[src/sv/pfc_fp_pkg.sv]
package pfc_fp_pkg;

    localparam int unsigned SAMPLE_W   = 16;
    localparam int unsigned RUN_W      = 8;
    localparam int unsigned CFG_IDX_W  = 3;
    localparam int unsigned CFG_DATA_W = 16;
    localparam int unsigned S_TDATA_W  = 56;
    localparam int unsigned M_TDATA_W  = 24;

    localparam logic [RUN_W-1:0] RUN_MAX = 8'hFF;

    // register indexes on the configuration port
    localparam logic [CFG_IDX_W-1:0] CFG_CURRENT_LIMIT          = 3'd0;
    localparam logic [CFG_IDX_W-1:0] CFG_CURRENT_COUNT_MAX      = 3'd1;
    localparam logic [CFG_IDX_W-1:0] CFG_UNDERVOLTAGE_LIMIT     = 3'd2;
    localparam logic [CFG_IDX_W-1:0] CFG_UNDERVOLTAGE_COUNT_MAX = 3'd3;
    localparam logic [CFG_IDX_W-1:0] CFG_CLAMP_VOLTAGE_LIMIT    = 3'd4;
    localparam logic [CFG_IDX_W-1:0] CFG_OVERVOLTAGE_LIMIT      = 3'd5;
    localparam logic [CFG_IDX_W-1:0] CFG_OVERVOLTAGE_COUNT_MAX  = 3'd6;
    localparam logic [CFG_IDX_W-1:0] CFG_CLAMP_VALUE            = 3'd7;

    typedef struct packed {
        logic [14:0]                 current_limit;
        logic [RUN_W-1:0]            current_count_max;
        logic signed [SAMPLE_W-1:0]  undervoltage_limit;
        logic [RUN_W-1:0]            undervoltage_count_max;
        logic signed [SAMPLE_W-1:0]  clamp_voltage_limit;
        logic signed [SAMPLE_W-1:0]  overvoltage_limit;
        logic [RUN_W-1:0]            overvoltage_count_max;
        logic signed [SAMPLE_W-1:0]  clamp_value;
    } t_cfg;

    typedef struct packed {
        logic                        grid_locked;
        logic                        hard_overcurrent_pin;
        logic signed [SAMPLE_W-1:0]  grid_voltage_d;
        logic signed [SAMPLE_W-1:0]  output_voltage;
        logic signed [SAMPLE_W-1:0]  input_current;
    } t_sample;

    typedef struct packed {
        logic signed [SAMPLE_W-1:0]  loop_override_value;
        logic                        loop_override;
        logic                        overvoltage_fault;
        logic                        undervoltage_fault;
        logic                        overcurrent_fault;
        logic                        shutdown;
    } t_result;

    // saturating persistence counter, cleared when the condition drops
    function automatic logic [RUN_W-1:0] f_run_next(input logic [RUN_W-1:0] run,
                                                    input logic cond);
        logic [RUN_W-1:0] v;
        if (!cond) begin
            v = '0;
        end else if (run == RUN_MAX) begin
            v = RUN_MAX;
        end else begin
            v = run + 1'b1;
        end
        return v;
    endfunction

endpackage

[src/sv/pfc_fp_cfg.sv]
module pfc_fp_cfg (
    input  logic                                 i_clk,
    input  logic                                 i_rst_n,
    input  logic                                 i_cfg_we,
    input  logic [pfc_fp_pkg::CFG_IDX_W-1:0]     i_cfg_index,
    input  logic [pfc_fp_pkg::CFG_DATA_W-1:0]    i_cfg_data,
    output pfc_fp_pkg::t_cfg                     o_cfg
);

    pfc_fp_pkg::t_cfg r_cfg;

    always_ff @(posedge i_clk) begin
        if (!i_rst_n) begin
            r_cfg.current_limit          <= 15'h7FFF;
            r_cfg.current_count_max      <= 8'd10;
            r_cfg.undervoltage_limit     <= 16'sd0;
            r_cfg.undervoltage_count_max <= 8'd10;
            r_cfg.clamp_voltage_limit    <= 16'sh7FFF;
            r_cfg.overvoltage_limit      <= 16'sh7FFF;
            r_cfg.overvoltage_count_max  <= 8'd10;
            r_cfg.clamp_value            <= 16'sd0;
        end else if (i_cfg_we) begin
            case (i_cfg_index)
                pfc_fp_pkg::CFG_CURRENT_LIMIT: begin
                    r_cfg.current_limit <= i_cfg_data[14:0];
                end
                pfc_fp_pkg::CFG_CURRENT_COUNT_MAX: begin
                    r_cfg.current_count_max <= i_cfg_data[7:0];
                end
                pfc_fp_pkg::CFG_UNDERVOLTAGE_LIMIT: begin
                    r_cfg.undervoltage_limit <= i_cfg_data;
                end
                pfc_fp_pkg::CFG_UNDERVOLTAGE_COUNT_MAX: begin
                    r_cfg.undervoltage_count_max <= i_cfg_data[7:0];
                end
                pfc_fp_pkg::CFG_CLAMP_VOLTAGE_LIMIT: begin
                    r_cfg.clamp_voltage_limit <= i_cfg_data;
                end
                pfc_fp_pkg::CFG_OVERVOLTAGE_LIMIT: begin
                    r_cfg.overvoltage_limit <= i_cfg_data;
                end
                pfc_fp_pkg::CFG_OVERVOLTAGE_COUNT_MAX: begin
                    r_cfg.overvoltage_count_max <= i_cfg_data[7:0];
                end
                pfc_fp_pkg::CFG_CLAMP_VALUE: begin
                    r_cfg.clamp_value <= i_cfg_data;
                end
                default: begin
                    r_cfg <= r_cfg;
                end
            endcase
        end
    end

    assign o_cfg = r_cfg;

endmodule

[src/sv/pfc_fp_core.sv]
module pfc_fp_core (
    input  logic                 i_clk,
    input  logic                 i_rst_n,
    input  logic                 i_advance,
    input  pfc_fp_pkg::t_cfg     i_cfg,
    input  pfc_fp_pkg::t_sample  i_sample,
    output pfc_fp_pkg::t_result  o_result
);

    logic [pfc_fp_pkg::RUN_W-1:0] r_current_run, n_current_run;
    logic [pfc_fp_pkg::RUN_W-1:0] r_uv_run, n_uv_run;
    logic [pfc_fp_pkg::RUN_W-1:0] r_ov_run, n_ov_run;
    logic r_current_flag, n_current_flag;
    logic r_uv_flag, n_uv_flag;
    logic r_ov_flag, n_ov_flag;

    logic signed [pfc_fp_pkg::SAMPLE_W:0] w_ia;
    logic signed [pfc_fp_pkg::SAMPLE_W:0] w_lim;
    logic w_oc_cond, w_uv_cond, w_ov_cond, w_override;
    logic w_oc_trip, w_uv_trip, w_ov_trip;

    always_comb begin
        w_ia  = {i_sample.input_current[pfc_fp_pkg::SAMPLE_W-1], i_sample.input_current};
        w_lim = $signed({2'b00, i_cfg.current_limit});
        w_oc_cond = (w_ia > w_lim) || (w_ia < -w_lim);
        w_uv_cond = i_sample.grid_locked &&
                    (i_sample.grid_voltage_d < i_cfg.undervoltage_limit);
        w_ov_cond  = i_sample.output_voltage > i_cfg.overvoltage_limit;
        w_override = i_sample.output_voltage > i_cfg.clamp_voltage_limit;

        n_current_run = pfc_fp_pkg::f_run_next(r_current_run, w_oc_cond);
        n_uv_run      = pfc_fp_pkg::f_run_next(r_uv_run, w_uv_cond);
        n_ov_run      = pfc_fp_pkg::f_run_next(r_ov_run, w_ov_cond);

        w_oc_trip = (n_current_run >= i_cfg.current_count_max) ||
                    i_sample.hard_overcurrent_pin;
        w_uv_trip = n_uv_run >= i_cfg.undervoltage_count_max;
        // stage two only trips on ticks where its condition holds
        w_ov_trip = w_ov_cond && (n_ov_run >= i_cfg.overvoltage_count_max);

        n_current_flag = r_current_flag | w_oc_trip;
        n_uv_flag      = r_uv_flag | w_uv_trip;
        n_ov_flag      = r_ov_flag | w_ov_trip;

        o_result.shutdown            = w_oc_trip | w_uv_trip | w_ov_trip;
        o_result.overcurrent_fault   = n_current_flag;
        o_result.undervoltage_fault  = n_uv_flag;
        o_result.overvoltage_fault   = n_ov_flag;
        o_result.loop_override       = w_override;
        o_result.loop_override_value = w_override ? i_cfg.clamp_value : '0;
    end

    always_ff @(posedge i_clk) begin
        if (!i_rst_n) begin
            r_current_run  <= '0;
            r_uv_run       <= '0;
            r_ov_run       <= '0;
            r_current_flag <= 1'b0;
            r_uv_flag      <= 1'b0;
            r_ov_flag      <= 1'b0;
        end else if (i_advance) begin
            r_current_run  <= n_current_run;
            r_uv_run       <= n_uv_run;
            r_ov_run       <= n_ov_run;
            r_current_flag <= n_current_flag;
            r_uv_flag      <= n_uv_flag;
            r_ov_flag      <= n_ov_flag;
        end
    end

endmodule

[src/sv/pfc_fault_protection.sv]
// pfc fault protection: one beat in per control tick, one result beat out.
// input stream (i_s_*): samples of current, output voltage, grid d-axis voltage
// plus the hard over-current pin and the pll lock bit, packed into tdata.
// output stream (o_m_*): shutdown, three sticky fault flags, the loop override
// request and the clamp value to force, packed into tdata.
// configuration: i_cfg_we writes i_cfg_data into register i_cfg_index
// at the clock edge; the user must write it only while no beat is in flight;
// the block itself does not enforce this. an accepted beat passes the input
// register, then the detectors, then the result register that drives o_m_tdata.
// throughput: one beat per cycle while i_m_tready is high; input and result
// registers each hold one beat, so a new sample is taken while a result waits
// to be taken. receiver stall: with i_m_tready low the result holds, the input
// register fills and then o_s_tready drops until the result is taken.
// reset (i_rst_n low, synchronous): both registers empty, run counters and
// fault flags cleared, configuration back to its defaults.
// fault flags clear only on reset; shutdown is high on every tick a trip fires.
module pfc_fault_protection (
    input  logic                                 i_clk,
    input  logic                                 i_rst_n,
    input  logic                                 i_s_tvalid,
    output logic                                 o_s_tready,
    // [15:0] input_current, [31:16] output_voltage, [47:32] grid_voltage_d,
    // [48] hard_overcurrent_pin, [49] grid_locked, [55:50] zero
    input  logic [pfc_fp_pkg::S_TDATA_W-1:0]     i_s_tdata,
    output logic                                 o_m_tvalid,
    input  logic                                 i_m_tready,
    // [0] shutdown, [1] overcurrent_fault, [2] undervoltage_fault,
    // [3] overvoltage_fault, [4] loop_override, [20:5] loop_override_value,
    // [23:21] zero
    output logic [pfc_fp_pkg::M_TDATA_W-1:0]     o_m_tdata,
    input  logic                                 i_cfg_we,
    input  logic [pfc_fp_pkg::CFG_IDX_W-1:0]     i_cfg_index,
    input  logic [pfc_fp_pkg::CFG_DATA_W-1:0]    i_cfg_data
);

    pfc_fp_pkg::t_cfg    w_cfg;
    pfc_fp_pkg::t_result w_result;
    pfc_fp_pkg::t_sample r_in;
    pfc_fp_pkg::t_result r_out;
    logic r_in_valid;
    logic r_out_valid;
    logic w_advance;
    logic w_s_accept;

    pfc_fp_cfg u_cfg (
        .i_clk       (i_clk),
        .i_rst_n     (i_rst_n),
        .i_cfg_we    (i_cfg_we),
        .i_cfg_index (i_cfg_index),
        .i_cfg_data  (i_cfg_data),
        .o_cfg       (w_cfg)
    );

    pfc_fp_core u_core (
        .i_clk     (i_clk),
        .i_rst_n   (i_rst_n),
        .i_advance (w_advance),
        .i_cfg     (w_cfg),
        .i_sample  (r_in),
        .o_result  (w_result)
    );

    // a beat moves to the result register when that register is free or drains
    assign w_advance  = r_in_valid && (!r_out_valid || i_m_tready);
    assign o_s_tready = !r_in_valid || w_advance;
    assign w_s_accept = i_s_tvalid && o_s_tready;

    always_ff @(posedge i_clk) begin
        if (!i_rst_n) begin
            r_in_valid <= 1'b0;
        end else if (w_s_accept) begin
            r_in_valid <= 1'b1;
        end else if (w_advance) begin
            r_in_valid <= 1'b0;
        end
    end

    always_ff @(posedge i_clk) begin
        if (w_s_accept) begin
            r_in <= i_s_tdata[49:0];
        end
    end

    always_ff @(posedge i_clk) begin
        if (!i_rst_n) begin
            r_out_valid <= 1'b0;
            r_out       <= '0;
        end else if (w_advance) begin
            r_out_valid <= 1'b1;
            r_out       <= w_result;
        end else if (i_m_tready) begin
            r_out_valid <= 1'b0;
        end
    end

    assign o_m_tvalid = r_out_valid;
    assign o_m_tdata  = {3'b000, r_out};

`ifndef SYNTH
    a_shutdown_sets_flag: assert property (@(posedge i_clk) disable iff (!i_rst_n)
        r_out_valid && r_out.shutdown |->
        (r_out.overcurrent_fault || r_out.undervoltage_fault || r_out.overvoltage_fault))
        else $error("shutdown without a fault flag");

    a_override_value_zero: assert property (@(posedge i_clk) disable iff (!i_rst_n)
        r_out_valid && !r_out.loop_override |-> r_out.loop_override_value == '0)
        else $error("override value nonzero without override");

    a_oc_flag_sticky: assert property (@(posedge i_clk) disable iff (!i_rst_n)
        $past(i_rst_n) |-> !$fell(r_out.overcurrent_fault))
        else $error("over-current flag cleared outside reset");

    a_ov_flag_sticky: assert property (@(posedge i_clk) disable iff (!i_rst_n)
        $past(i_rst_n) |-> !$fell(r_out.overvoltage_fault))
        else $error("over-voltage flag cleared outside reset");

    a_stall_only_when_full: assert property (@(posedge i_clk) disable iff (!i_rst_n)
        !o_s_tready |-> r_in_valid && r_out_valid && !i_m_tready)
        else $error("input stalled with room in the pipeline");
`endif

endmodule
[config.mk]
export PLATFORM = sky130hd
export DESIGN_NAME = pfc_fault_protection
export DESIGN_NICKNAME = d
export VERILOG_FILES = /design/src/sv/pfc_fp_pkg.sv /design/src/sv/pfc_fp_cfg.sv /design/src/sv/pfc_fp_core.sv /design/src/sv/pfc_fault_protection.sv
export SDC_FILE = /design/constraint.sdc
export NUM_CORES = 1
export LEC_CHECK = 0
export BUFFER_PORTS_ARGS = -buffer_cell sky130_fd_sc_hd__buf_2
export CAP_MARGIN = 20
export CORE_AREA = 5 5 156 158
export CTS_BUF_LIST = sky130_fd_sc_hd__clkbuf_4
export DETAILED_ROUTE_END_ITERATION = 7
export DIE_AREA = 0 0 161 163
export GPL_TIMING_DRIVEN = 0
export PLACE_DENSITY = 0.71
export SYNTH_ARGS = -nofsm -noshare
export SYNTH_HDL_FRONTEND = slang
export SYNTH_HIERARCHICAL = 1
export SYNTH_SLANG_ARGS = --single-unit
[constraint.sdc]
create_clock -name i_clk -period 10.92 [get_ports i_clk]
set_clock_uncertainty 0.1 [all_clocks]
set_input_delay 2.184 -clock i_clk [delete_from_list [all_inputs] [get_ports i_clk]]
set_output_delay 2.184 -clock i_clk [all_outputs]
set_load 0.1 [all_outputs]
-- After elaboration in Yosys (flattened, before gate mapping)
Index checks and enable logic that the tools add are counted.
- word-level logic and storage cells: 83
- register bits after elaboration: 200
- input bits: 80
- output and inout bits: 26
- order comparisons: 8
- add/sub/neg operators: 4
- multiplexer cells: 11
- bitwise gates (word level): 5
- eq/ne operators: 10
- reductions and logical operators: 21
- operators with widths (kind ; count):
    $gt A16 B16 Y1 ; 3
    $mux W8 ; 6
    $add A8 B1 Y8 const B ; 3
    $eq A8 B8 Y1 const B ; 3
    $ge A8 B8 Y1 ; 3
    $lt A16 B17 Y1 ; 1
    $neg A15 Y17 ; 1
    $lt A16 B16 Y1 ; 1
    $mux W16 ; 1
    $reduce_and A2 Y1 ; 8
    $eq A3 B3 Y1 const B ; 4
    $eq A3 B2 Y1 const B ; 2
    $or A1 B1 Y1 ; 5
    $logic_and A1 B1 Y1 ; 4
    $logic_or A1 B1 Y1 ; 4
    $mux W1 ; 4
    $reduce_bool A2 Y1 ; 2
    $eq A3 B1 Y1 const B ; 1
    $logic_not A3 Y1 ; 1
    $logic_not A1 Y1 ; 2

-- Logic depth before layout (Yosys ltp)
- word-level depth: 8
- gate-level depth with buffers: 22
- mapped depth without buffers: 21

-- By module
Netlist, hierarchy kept.
- by module, submodules not included (module ; cells each ; seq. area each (um2) ; times used ; area each (um2)):
    pfc_fp_core ; 631 ; 540.5 ; 1 ; 4638.2
    pfc_fp_cfg ; 375 ; 2062.0 ; 1 ; 3990.1
    pfc_fault_protection ; 155 ; 1961.9 ; 1 ; 2481.1

-- Least setup slack after synthesis
Ideal clock, no wire load.
- kind: input -> output
- start point: input i_m_tready
- end point: output o_s_tready
- required time: 8.636 ns
- buffers on the path: 0
- data arrival time: 2.873 ns
- cell stages on the path: 2
- slack: 5.763 ns
- path through: nor2b_4 -> nand2_1
- word-level cells in the longest chain between the ends: 3
- ends and longest elaborated chain (element ; line ; RTL):
    start, declared ; pfc_fault_protection.sv:26 ; input logic i_m_tready,
    $logic_or A1 B1 Y1 ; pfc_fault_protection.sv:64 ; assign w_advance = r_in_valid && (!r_out_valid || i_m_tready);
    $logic_and A1 B1 Y1 ; pfc_fault_protection.sv:64 ;
    $logic_or A1 B1 Y1 ; pfc_fault_protection.sv:65 ; assign o_s_tready = !r_in_valid || w_advance;
    end, declared ; pfc_fault_protection.sv:21 ; output logic o_s_tready,
Every way passes these cells.

-- Final worst setup path
Ends and elaborated chain as after synthesis.

==> out/qor.yml <==
status: "finished clean"
cts.hold.buffers_added: 0
power_mw: 1.640
worst_pin_slew_ps: 875.5
drt_iter0_markers: 421
wl_per_cell_um: 16.01
yosysSeqAreaShare_pct: 41.09
syn2layout_area_growth_pct: 14.25
drive_gt1_share_pct: 16.29
antenna_found_initial: 3
pin_count: 106
clock_latency_ps: 720
relSlewSlack_pct: 41.51
cts_tree: "yes"
grt-ovfl-total: 0
io_buffers: 96
cts_max_path_buffers: 3
core_region_area_um2: 22980
start_util_pct: 48.34
filler_cell_count: 2106
die-area_um2: 26240
cts_buffers: 55
hold_path_class: "flop to flop"
grt_pass1_vias: 8580
nets: 1503
layout_common_cells: "153 x dfxtp_1, 146 x nand2_1, 125 x mux2i_1, 108 x buf_2, 106 x ha_1"
rows: 56
worstPathArrival_ps: 2820
die_x_um: 161
dpl_worst_slack_ps: 5803
clkTransAtPathRegs_ps: 60
synth_cells: 1161
cts.sinks: 203
yosysWarnings: 6
power_density_nw_per_um2: 129.2
hold_ws_ps: 348.7
synthArstFlopShare_pct: 0
grt_pass1_wl_um: 42830
regArea_um2: 4564
htree_levels: 2
cts_resized: 0
grt_usage_pct: 20.14
viasPerCell: 5.252
multi_input_area_um2: 5874
setup_violations: 0
min_period_ps: 5108
mostFrequentLayoutCell: "dfxtp_1"
die_y_um: 163
ir_drop_v: 0.0001235
first_pass_iters: 6
grt_max_degree: 42
finalHoldViolCount: 0
ys_ff_latch: 203
drcViolationCount: 0
routed_wl_um: 26490
ys.flop_type: "dfxtp_1"
max_freq_ghz: 0.1958
tns_ps: 0
dp_hpwl_um: 19950
clock-root-buffer: "clkbuf_4"
place_congestion: 0.8700
layout_setup_ws_ps: 5812
worstPathRequired_ps: 8640
via_count: 8692
period_share_pct: 46.78
cp_max_fo: 4
report.final.slew_viol_count: 0
cap_violations: 0
ff2ff_path_depth: 20
critPathKind: "input port to primary output"
synth_cell_types: 60
cts_setup_buffers: 0
synth_area_per_cell_um2: 9.569
hold_depth: 2
rsz0062_at_grt: "false"
cp-start-kind: "input port"
synth_edf_count: 50
ant_nets: 0
netlist_area_um2: 11110
leakagePower_nw: 6.039
end_kind: "primary output"
[synth_stat cells, types with 6 or more instances]
cell type  instances  area (um2)
nor2_1            31       116.4
and2_1             6       37.54
buf_4             10       75.07
and3_1            15       93.84
o21ai_0           17       85.08
buf_2             12       60.06
edfxtp_1          50        1501
inv_1             88       330.3
nand4_1           22       137.6
nand3b_1          14       105.1
clkbuf_1          34       127.6
a21oi_1           67       335.3
nor2b_1           76       475.5
mux2i_1          125        1251
dfxtp_1          153        3063
nand2_1          146       548.0
ha_1             106        1326
a21o_1            34       255.2
nand3_1           48       240.2
nand2b_1          12       75.07
xnor2_1           19       166.4
[path summary, 6_finish.rpt]
path / startpoint / endpoint / slack, ps
setup / recovery: i_m_tready / o_s_tready / 5810
hold / removal: u_core/r_uv_flag / u_core/r_uv_flag / 350
setup reg to reg: u_cfg/o_cfg[90] / o_m_tdata[1] / 6160
hold reg to reg: u_core/r_uv_flag / u_core/r_uv_flag / 350
[final cells by class]
cell class / instances / area share (%)
diodes: 2 / 0.03943
multi-input cells: 810 / 46.28
flip-flops and latches: 203 / 35.96
repair buffers: 97 / 3.943
clock inverters: 29 / 1.183
well taps: 290 / 2.859
clock buffers: 74 / 4.377
plain buffers: 62 / 2.750
inverters: 88 / 2.603
[flip-flops by register name, summed over array words and instances (netlist names)]
name                   cells
o_m_tvalid                 1
r_in_valid                 1
u_core/r_current_flag      1
u_cfg/o_cfg              103
u_core/r_uv_run            8
o_m_tdata                 21
u_core/r_ov_flag           1
u_core/r_uv_flag           1
u_core/r_ov_run            8
r_in                      50
u_core/r_current_run       8
[stage by stage]
stage               std cells  area [um2]  utilization [%]
finish                   1655       12690            55.23
global route             1655       12690            55.23
CTS                      1653       12690            55.20
detailed placement       1550       11980            52.13
global placement         1549       11960            52.04
floorplan                1163       11120                -
[routing by layer]
layer  track usage [%]  vias to the layer above  part of all wire (%)
met5                 0                        -                 0.026
met4             6.863                        2                   2.3
li1                  -                     4401                     -
met2             32.96                      198                    46
met1             26.51                     4045                    47
met3             4.480                       46                   5.6
[cells by family (layout without fill, tap and decap cells)]
family	Yosys count	in the layout	synth area share, %
and+or+nand+nor	396	396	18.44
adders and majority gates	106	106	11.94
buffers and inverters	150	350	6.116
DFF	203	203	41.09
other	1	5	0.03376
xor gates and xnor gates	20	20	1.577
muxes	126	126	11.36
AOI/OAI and AO/OA	159	159	9.449
[power breakdown]
part | internal [mW] | leakage (nW) | switching, mW
registers | 0.793 | 1.73 | 0.0129
clock network | 0.342 | 0.411 | 0.327
logic | 0.0628 | 3.90 | 0.102
[worst max-delay path, stage by stage]
cell and delay, ps:
buf_2 100, nor2b_4 50, nand2_1 70, buf_2 420
(Power assumes the default switching activity.)
